**config.mk**
```make
export PLATFORM = sky130hd
export DESIGN_NAME = spectrum_top_bins_selector
export DESIGN_NICKNAME = d
export VERILOG_FILES = /design/src/stsel_pkg.sv /design/src/stsel_mag.sv /design/src/stsel_cell.sv /design/src/spectrum_top_bins_selector.sv
export SDC_FILE = /design/constraint.sdc
export NUM_CORES = 2
export LEC_CHECK = 0
export BUFFER_PORTS_ARGS = -buffer_cell sky130_fd_sc_hd__clkbuf_2
export CORE_ASPECT_RATIO = 0.6
export CORE_UTILIZATION = 34
export CTS_CLUSTER_SIZE = 16
export DETAILED_ROUTE_END_ITERATION = 10
export SETUP_SLACK_MARGIN = 0.05
export SKIP_LAST_GASP = 1
export SYNTH_ARGS = -nofsm -noshare
export SYNTH_HDL_FRONTEND = slang
export SYNTH_SLANG_ARGS = --single-unit
```
**constraint.sdc**
```tcl
create_clock -name clk_i -period 3.95 [get_ports clk_i]
set_input_delay 0.395 -clock clk_i [delete_from_list [all_inputs] [get_ports clk_i]]
set_output_delay 0.395 -clock clk_i [all_outputs]
set_load 0.01 [all_outputs]
```
**src/stsel_pkg.sv**
```systemverilog
// Shared constants and types of the spectrum top bins selector.
`timescale 1ns / 1ps

package stsel_pkg;

  localparam int unsigned TOP_MAX  = 16;
  localparam int unsigned MAX_BINS = 4096;
  localparam int unsigned IDX_W    = 13;
  localparam int unsigned MAG_W    = 32;
  localparam int unsigned SMP_W    = 16;
  localparam int unsigned CFG_W    = 5;
  localparam int unsigned CNT_W    = $clog2(TOP_MAX + 1);

  // One ranked entry: magnitude squared and bin index
  typedef struct packed {
    logic [MAG_W-1:0] mag;
    logic [IDX_W-1:0] idx;
  } entry_t;

  // A bin leaving the magnitude pipeline
  typedef struct packed {
    logic   valid;
    logic   last;
    entry_t ent;
  } bin_t;

  // Commands broadcast to every cell of the chain
  typedef struct packed {
    logic insert;
    logic pop;
    logic clear;
  } cell_ctrl_t;

endpackage

```
**src/stsel_mag.sv**
```systemverilog
// Two-stage magnitude-squared pipeline: squares, then their sum.
`timescale 1ns / 1ps

module stsel_mag (
  input  logic                                  clk_i,
  input  logic                                  rst_ni,
  input  logic                                  in_valid_i,
  input  logic signed [stsel_pkg::SMP_W-1:0]    re_i,
  input  logic signed [stsel_pkg::SMP_W-1:0]    im_i,
  input  logic                                  last_i,
  input  logic        [stsel_pkg::IDX_W-1:0]    idx_i,
  output stsel_pkg::bin_t                       bin_o
);
  import stsel_pkg::*;

  logic signed [2*SMP_W-1:0] prod_re;
  logic signed [2*SMP_W-1:0] prod_im;
  logic        [2*SMP_W-1:0] sq_re_q;
  logic        [2*SMP_W-1:0] sq_im_q;
  logic        [IDX_W-1:0]   idx_q;
  logic                      last_q;
  logic                      v1_q;
  logic                      v2_q;
  logic        [MAG_W-1:0]   mag_q;
  logic        [IDX_W-1:0]   idx2_q;
  logic                      last2_q;

  // Square each part; the result is never negative and at most 2^30
  assign prod_re = re_i * re_i;
  assign prod_im = im_i * im_i;

  // Stage one: valid bit
  always_ff @(posedge clk_i or negedge rst_ni) begin
    if (!rst_ni) begin
      v1_q <= 1'b0;
    end else begin
      v1_q <= in_valid_i;
    end
  end

  // Stage one: registered squares
  always_ff @(posedge clk_i) begin
    sq_re_q <= prod_re;
    sq_im_q <= prod_im;
    idx_q   <= idx_i;
    last_q  <= last_i;
  end

  // Stage two: valid bit
  always_ff @(posedge clk_i or negedge rst_ni) begin
    if (!rst_ni) begin
      v2_q <= 1'b0;
    end else begin
      v2_q <= v1_q;
    end
  end

  // Stage two: sum of squares
  always_ff @(posedge clk_i) begin
    mag_q   <= MAG_W'(sq_re_q) + MAG_W'(sq_im_q);
    idx2_q  <= idx_q;
    last2_q <= last_q;
  end

  assign bin_o = {v2_q, last2_q, mag_q, idx2_q};

endmodule

```
**src/stsel_cell.sv**
```systemverilog
// One cell of the ranking chain: holds one entry, compares, shifts down or up.
`timescale 1ns / 1ps

module stsel_cell (
  input  logic                  clk_i,
  input  logic                  rst_ni,
  input  stsel_pkg::cell_ctrl_t ctrl_i,
  input  stsel_pkg::entry_t     new_i,
  input  stsel_pkg::entry_t     prev_i,
  input  logic                  prev_gt_i,
  input  stsel_pkg::entry_t     next_i,
  output stsel_pkg::entry_t     ent_o,
  output logic                  gt_o
);
  import stsel_pkg::*;

  entry_t ent_q;
  entry_t ent_d;

  // Strictly greater: on a tie the stored entry keeps its place
  assign gt_o = new_i.mag > ent_q.mag;

  // Clear, pop towards the head, or take part in an insertion
  always_comb begin
    ent_d = ent_q;
    if (ctrl_i.clear) begin
      ent_d = '0;
    end else if (ctrl_i.pop) begin
      ent_d = next_i;
    end else if (ctrl_i.insert) begin
      if (prev_gt_i) begin
        ent_d = prev_i;
      end else if (gt_o) begin
        ent_d = new_i;
      end
    end
  end

  always_ff @(posedge clk_i or negedge rst_ni) begin
    if (!rst_ni) begin
      ent_q <= '0;
    end else begin
      ent_q <= ent_d;
    end
  end

  assign ent_o = ent_q;

endmodule

```
**src/spectrum_top_bins_selector.sv**
```systemverilog
// Top level: bin numbering, magnitude pipeline, ranking chain and report control.
`timescale 1ns / 1ps

// Spectrum top bins selector. Bins arrive on the slave stream, real part in
// tdata[15:0], imaginary part in tdata[31:16], tlast on the final bin; they are
// numbered from 1. Each bin's magnitude squared is ranked by a chain of
// TOP_MAX cells, one compare per cell, ties keeping the earlier bin. Ordinary
// bins are taken one per cycle. After the final bin the block takes no input:
// the bin passes the multiply and add stages and is ranked, then top_count
// report items follow, one per cycle when the master side is ready (index in
// tdata[12:0], tlast on the last one), popped from the head of the chain. The
// next spectrum is accepted the cycle after the last report item. top_count is
// written through cfg_we_i/cfg_wdata_i, clamped to 1..TOP_MAX, and read when a
// report starts.
module spectrum_top_bins_selector (
  input  logic        clk_i,
  input  logic        rst_ni,
  // slave stream: tdata = {imag_part[15:0], real_part[15:0]}, tlast = is_last
  input  logic        s_axis_tvalid,
  output logic        s_axis_tready,
  input  logic [31:0] s_axis_tdata,
  input  logic        s_axis_tlast,
  // master stream: tdata = {3'b0, top_bin[12:0]}, tlast = last_of_run
  output logic        m_axis_tvalid,
  input  logic        m_axis_tready,
  output logic [15:0] m_axis_tdata,
  output logic        m_axis_tlast,
  // top_count register
  input  logic        cfg_we_i,
  input  logic [stsel_pkg::CFG_W-1:0] cfg_wdata_i
);
  import stsel_pkg::*;

  typedef enum logic [2:0] {
    ST_COLLECT = 3'b001,
    ST_FLUSH   = 3'b010,
    ST_DRAIN   = 3'b100
  } state_e;

  state_e             state_q, state_d;
  logic [CNT_W-1:0]   top_count_q;
  logic [CNT_W-1:0]   remain_q, remain_d;
  logic [IDX_W-1:0]   bin_num_q, bin_num_d;
  logic               in_acc;
  logic               out_acc;
  bin_t               bin;
  cell_ctrl_t         ctrl;
  entry_t             ent   [TOP_MAX];
  logic               gt    [TOP_MAX];

  assign in_acc  = s_axis_tvalid & s_axis_tready;
  assign out_acc = m_axis_tvalid & m_axis_tready;

  // Clamp the written count into 1..TOP_MAX
  function automatic logic [CNT_W-1:0] clamp_count(input logic [CFG_W-1:0] v);
    logic [CNT_W:0] w;
    w = (CNT_W + 1)'(v);
    if (w == '0) begin
      return CNT_W'(1);
    end else if (w > (CNT_W + 1)'(TOP_MAX)) begin
      return CNT_W'(TOP_MAX);
    end else begin
      return w[CNT_W-1:0];
    end
  endfunction

  always_ff @(posedge clk_i or negedge rst_ni) begin
    if (!rst_ni) begin
      top_count_q <= CNT_W'(1);
    end else if (cfg_we_i) begin
      top_count_q <= clamp_count(cfg_wdata_i);
    end
  end

  // Number bins from 1, saturate at MAX_BINS, restart after the final bin
  always_comb begin
    bin_num_d = bin_num_q;
    if (in_acc) begin
      if (s_axis_tlast) begin
        bin_num_d = IDX_W'(1);
      end else if (bin_num_q < IDX_W'(MAX_BINS)) begin
        bin_num_d = bin_num_q + IDX_W'(1);
      end
    end
  end

  always_ff @(posedge clk_i or negedge rst_ni) begin
    if (!rst_ni) begin
      bin_num_q <= IDX_W'(1);
    end else begin
      bin_num_q <= bin_num_d;
    end
  end

  stsel_mag u_mag (
    .clk_i      (clk_i),
    .rst_ni     (rst_ni),
    .in_valid_i (in_acc),
    .re_i       (s_axis_tdata[SMP_W-1:0]),
    .im_i       (s_axis_tdata[2*SMP_W-1:SMP_W]),
    .last_i     (s_axis_tlast),
    .idx_i      (bin_num_q),
    .bin_o      (bin)
  );

  // Collect, wait for the final bin to be ranked, then report
  always_comb begin
    state_d  = state_q;
    remain_d = remain_q;
    case (state_q)
      ST_COLLECT: begin
        if (in_acc && s_axis_tlast) begin
          state_d = ST_FLUSH;
        end
      end
      ST_FLUSH: begin
        if (bin.valid && bin.last) begin
          state_d  = ST_DRAIN;
          remain_d = top_count_q;
        end
      end
      ST_DRAIN: begin
        if (out_acc) begin
          if (remain_q == CNT_W'(1)) begin
            state_d = ST_COLLECT;
          end else begin
            remain_d = remain_q - CNT_W'(1);
          end
        end
      end
      default: begin
        state_d = ST_COLLECT;
      end
    endcase
  end

  always_ff @(posedge clk_i or negedge rst_ni) begin
    if (!rst_ni) begin
      state_q  <= ST_COLLECT;
      remain_q <= '0;
    end else begin
      state_q  <= state_d;
      remain_q <= remain_d;
    end
  end

  // Chain commands: rank each bin, pop the head per report item, clear after the last
  always_comb begin
    ctrl.insert = bin.valid;
    ctrl.pop    = out_acc && (remain_q != CNT_W'(1));
    ctrl.clear  = out_acc && (remain_q == CNT_W'(1));
  end

  for (genvar i = 0; i < TOP_MAX; i++) begin : g_cell
    entry_t prev_ent;
    entry_t next_ent;
    logic   prev_gt;

    if (i == 0) begin : g_head
      assign prev_ent = '0;
      assign prev_gt  = 1'b0;
    end else begin : g_body
      assign prev_ent = ent[i-1];
      assign prev_gt  = gt[i-1];
    end

    if (i == TOP_MAX - 1) begin : g_tail
      assign next_ent = '0;
    end else begin : g_inner
      assign next_ent = ent[i+1];
    end

    stsel_cell u_cell (
      .clk_i     (clk_i),
      .rst_ni    (rst_ni),
      .ctrl_i    (ctrl),
      .new_i     (bin.ent),
      .prev_i    (prev_ent),
      .prev_gt_i (prev_gt),
      .next_i    (next_ent),
      .ent_o     (ent[i]),
      .gt_o      (gt[i])
    );
  end

  // Ports
  assign s_axis_tready = (state_q == ST_COLLECT);
  assign m_axis_tvalid = (state_q == ST_DRAIN);
  assign m_axis_tdata  = 16'(ent[0].idx);
  assign m_axis_tlast  = (remain_q == CNT_W'(1));

endmodule

```
==> results.md <==
* Clk buf depth at 3
* Height of the die at 370 um
* WS Path Type: input pin to flop
* H-Tree Depth at 3
* Clock Root Buffer: clkbuf_16
* GP Congestion at 0.883
* # clock sinks at 870
* Clk slew on worst S/H paths at 0.07 ns
* Via density at 5.46
* Setup WS pre-CTS at -2.70 ns
* Routed WL per cell at about 21 um
* Crit start category: input pin
* Largest cells by area after synthesis: dfrtp_1, fa_1, ha_1, mux2_2, inv_1
* CP bufs+invs at 4
* Synth warn at 0
* GRT Residual Overflow at 0
* I/O Buffers at between 50 and 60
* Gr usage total at 0.212
* Routed Antenna Nets at 0
* Area grow syn2layout at 18.6%
* Clock skew at 0.0830 ns
* Worst slew margin at 0.228
* Max-slew violations at 0
* Worst Path Max Fanout at 4
* Critical Path End Type: flop
* Final net count at 9,759
* Most area-hungry cell type in the Yosys netlist: dfrtp_1
* CP peak stage delay at 0.55 ns
* Clk Latency, worst-skew pair at 0.75 ns
* Pre-antenna DRT Iters at 6
* CP dominant cell by count: fa_1
* Max_cap viols at 0
* First-pass GRT wire length at 384,000 um
* # rows at 134
* Avg Cell Area, Syn at roughly 9.4 sq um
* CP Data Required Time at 4.61 ns
* Result of the run: finished with violations
* Num CTS Buffers at 91
* Layout fillers at 21,606
* Vias in the first global route at 64,486
* Synth top cells by count: inv_1, dfrtp_1, ha_1
* Total core area at 223,000 sq um
* Die area at 228,000 sq um
* DRT iter0 DRCs at 5,618
* DR DRC count at 0
* Worst-Margin Slew at 1.16 ns
* Post-synth EDFFs at 0
* Cell Area, Synth at 76,800 sq um
* I/O pins at 62
* Placed wire-length estimate at 181,000 um
* Failing checks: setup timing
* Largest net degree at the start of global routing at between 150 and 200
* RSZ-0062 raised after global routing: true
* Final design utilization at 0.408
* CP arrival at 6.30 ns
* Synth top area share at 0.243
* Register area share after synthesis at 0.276
* Final setup fails at 46
* Slowest stage cell on the critical path: fa_1
* Multi-input gate area at 50,900 sq um
* Initial core utilization at 0.344
* Fmax at 177 MHz
* Count leader, synth: inv_1
* Layout cells sized above 1 at 0.212
* Family with the most delay on the worst path: adder cells
* Via count at 63,252
* Initial antenna violation count at 6
* DIE WIDTH at just over 600 um
* Fin. Hold Viols at 0
* Final Critical Period at 5.64 ns
* FF/Latch Area at 21,200 sq um
* Synth async-reset ratio at 0.860
* Crit path cell chain: clkbuf_16 -> buf_6 -> and2_4 -> fa_1 -> inv_1 -> fa_1 -> fa_1 -> fa_1 -> inv_1 -> fa_1 -> fa_1 -> ha_4 -> a21o_1 -> a21o_1 -> a21o_1 -> a32o_2 -> o21ai_4 -> o22ai_2 -> or4_4 -> a41o_1 -> o41ai_2 -> xnor2_1
* Synth Register Bits at a little under 900
* Prevailing post-synth register cell: dfrtp_1
* Yosys cell types at 84
* Total wire length at 243,000 um
* Final worst-path cycle share at 1.43
* TritonCTS clock tree: built
* Ant. Diodes at 0
* Worst hold margin at 0.0525 ns
* Worst Slack Setup Final at -1.69 ns
* Cells after Synth at 8,142
* Hold Crit Class: input pin to flop
==> worst paths after layout <==
kind | endpoint | cells past startpoint | slack (ns) | from
max in group asynchronous | g_cell[14].u_cell.ent_o[39]$_DFFE_PN0P_ | 3 | 2.48 | rst_ni
min in group asynchronous | g_cell[7].u_cell.ent_o[20]$_DFFE_PN0P_ | 2 | 0.30 | rst_ni
setup / recovery | u_mag.sq_re_q[30]$_DFF_P_ | 22 | -1.69 | s_axis_tdata[3]
hold / removal | top_count_q[0]$_DFFE_PN1P_ | 4 | 0.05 | cfg_wdata_i[0]
hold reg to reg | u_mag.idx2_q[3]$_DFF_P_ | 0 | 0.32 | u_mag.idx_q[3]$_DFF_P_
setup reg to reg | g_cell[11].u_cell.ent_o[12]$_DFFE_PN0P_ | 12 | 0.05 | g_cell[10].u_cell.ent_o[36]$_DFFE_PN0P_
==> what timing repair did <==
item	in CTS	in global routing
pin swaps	139	108
hold endpoints to repair	50	0
endpoints found under the setup margin	433	588
hold buffers	13	0
gates resized for setup	233	138
setup buffers	33	34
==> cell type report <==
cell class	instances	share of cell area
multi-input cells	5606	0.559
flip-flops and latches	870	0.233
repair buffers	807	0.0856
inverters	1154	0.0476
well taps	2992	0.0411
clock buffers	133	0.0293
clock inverters	32	0.00518
==> worst register-to-register path, cell delays in order (launching register included) <==
cell	delay, ns
dfrtp_1	0.40
inv_1	0.06
ha_1	0.30
and3_1	0.29
nand3_1	0.14
buf_4	0.19
o21ai_0	0.80
a211oi_2	0.17
a211oi_4	0.40
o21ai_1	0.12
nand2_2	0.14
buf_4	0.33
mux2_2	0.38
==> flip-flops by register name, indices dropped and copies added (netlist names) <==
| name | cells |
|---|---|
| u_mag.mag_q | 32 |
| u_mag.last_q | 1 |
| u_mag.v1_q | 1 |
| u_mag.last2_q | 1 |
| remain_q | 5 |
| u_mag.idx2_q | 13 |
| top_count_q | 5 |
| u_mag.sq_im_q | 31 |
| bin_num_q | 13 |
| u_mag.idx_q | 13 |
| u_mag.sq_re_q | 31 |
| state_q | 3 |
| g_cell.u_cell.ent_o | 720 |
| u_mag.v2_q | 1 |
==> cell usage in the layout, fill, tap and decap left out, types with 45 or more instances in the layout <==
| cell type | instances |
|---|---|
| a211oi_1 | 83 |
| a21o_1 | 189 |
| a21oi_1 | 318 |
| a221o_1 | 49 |
| a22oi_1 | 95 |
| and2_1 | 74 |
| buf_12 | 105 |
| buf_4 | 570 |
| buf_6 | 55 |
| clkbuf_16 | 101 |
| dfrtp_1 | 745 |
| dfxtp_1 | 115 |
| fa_1 | 443 |
| ha_1 | 691 |
| inv_1 | 1106 |
| inv_2 | 45 |
| mux2_1 | 55 |
| mux2_2 | 506 |
| mux2i_1 | 422 |
| nand2_1 | 297 |
| nand3_1 | 590 |
| nand4_1 | 116 |
| nor2_1 | 343 |
| nor2b_1 | 51 |
| o2111ai_1 | 47 |
| o211ai_1 | 191 |
| o21a_1 | 53 |
| o21ai_0 | 281 |
| or3_1 | 57 |
| xnor2_1 | 74 |
==> through the flow <==
stage	cells	setup TNS (ns)	area, sq um
finish	11594	-44.28	91100
global route	11594	-51.25	91100
CTS	11570	-41.37	90400
detailed placement	11369	-122.15	85800
global placement	11369	-124.42	85800
floorplan	8144	-55.34	77500
==> layer usage <==
| layer | part of all wire | up-vias | global-route usage |
|---|---|---|---|
| met4 | 0.014 | 2 | 0.0329 |
| met2 | 0.40 | 2195 | 0.294 |
| met1 | 0.51 | 31876 | 0.341 |
| met3 | 0.082 | 226 | 0.0360 |
| li1 | - | 28953 | - |
| met5 | 0.000029 | - | 0 |
==> cells by family after synthesis <==
family          after synthesis  share of synthesized area
buf+inv                    1668                     0.0851
mux                        1023                      0.145
flops                       870                      0.276
simple gates               1775                      0.113
other cells                   1                  0.0000488
fa+ha+maj                  1186                      0.239
xor+xnor                    111                     0.0127
compound gates             1508                      0.130
Power is left out: the tool's default activity adds up to more than one toggle a clock period on the data nets, which glitch-free logic cannot reach.
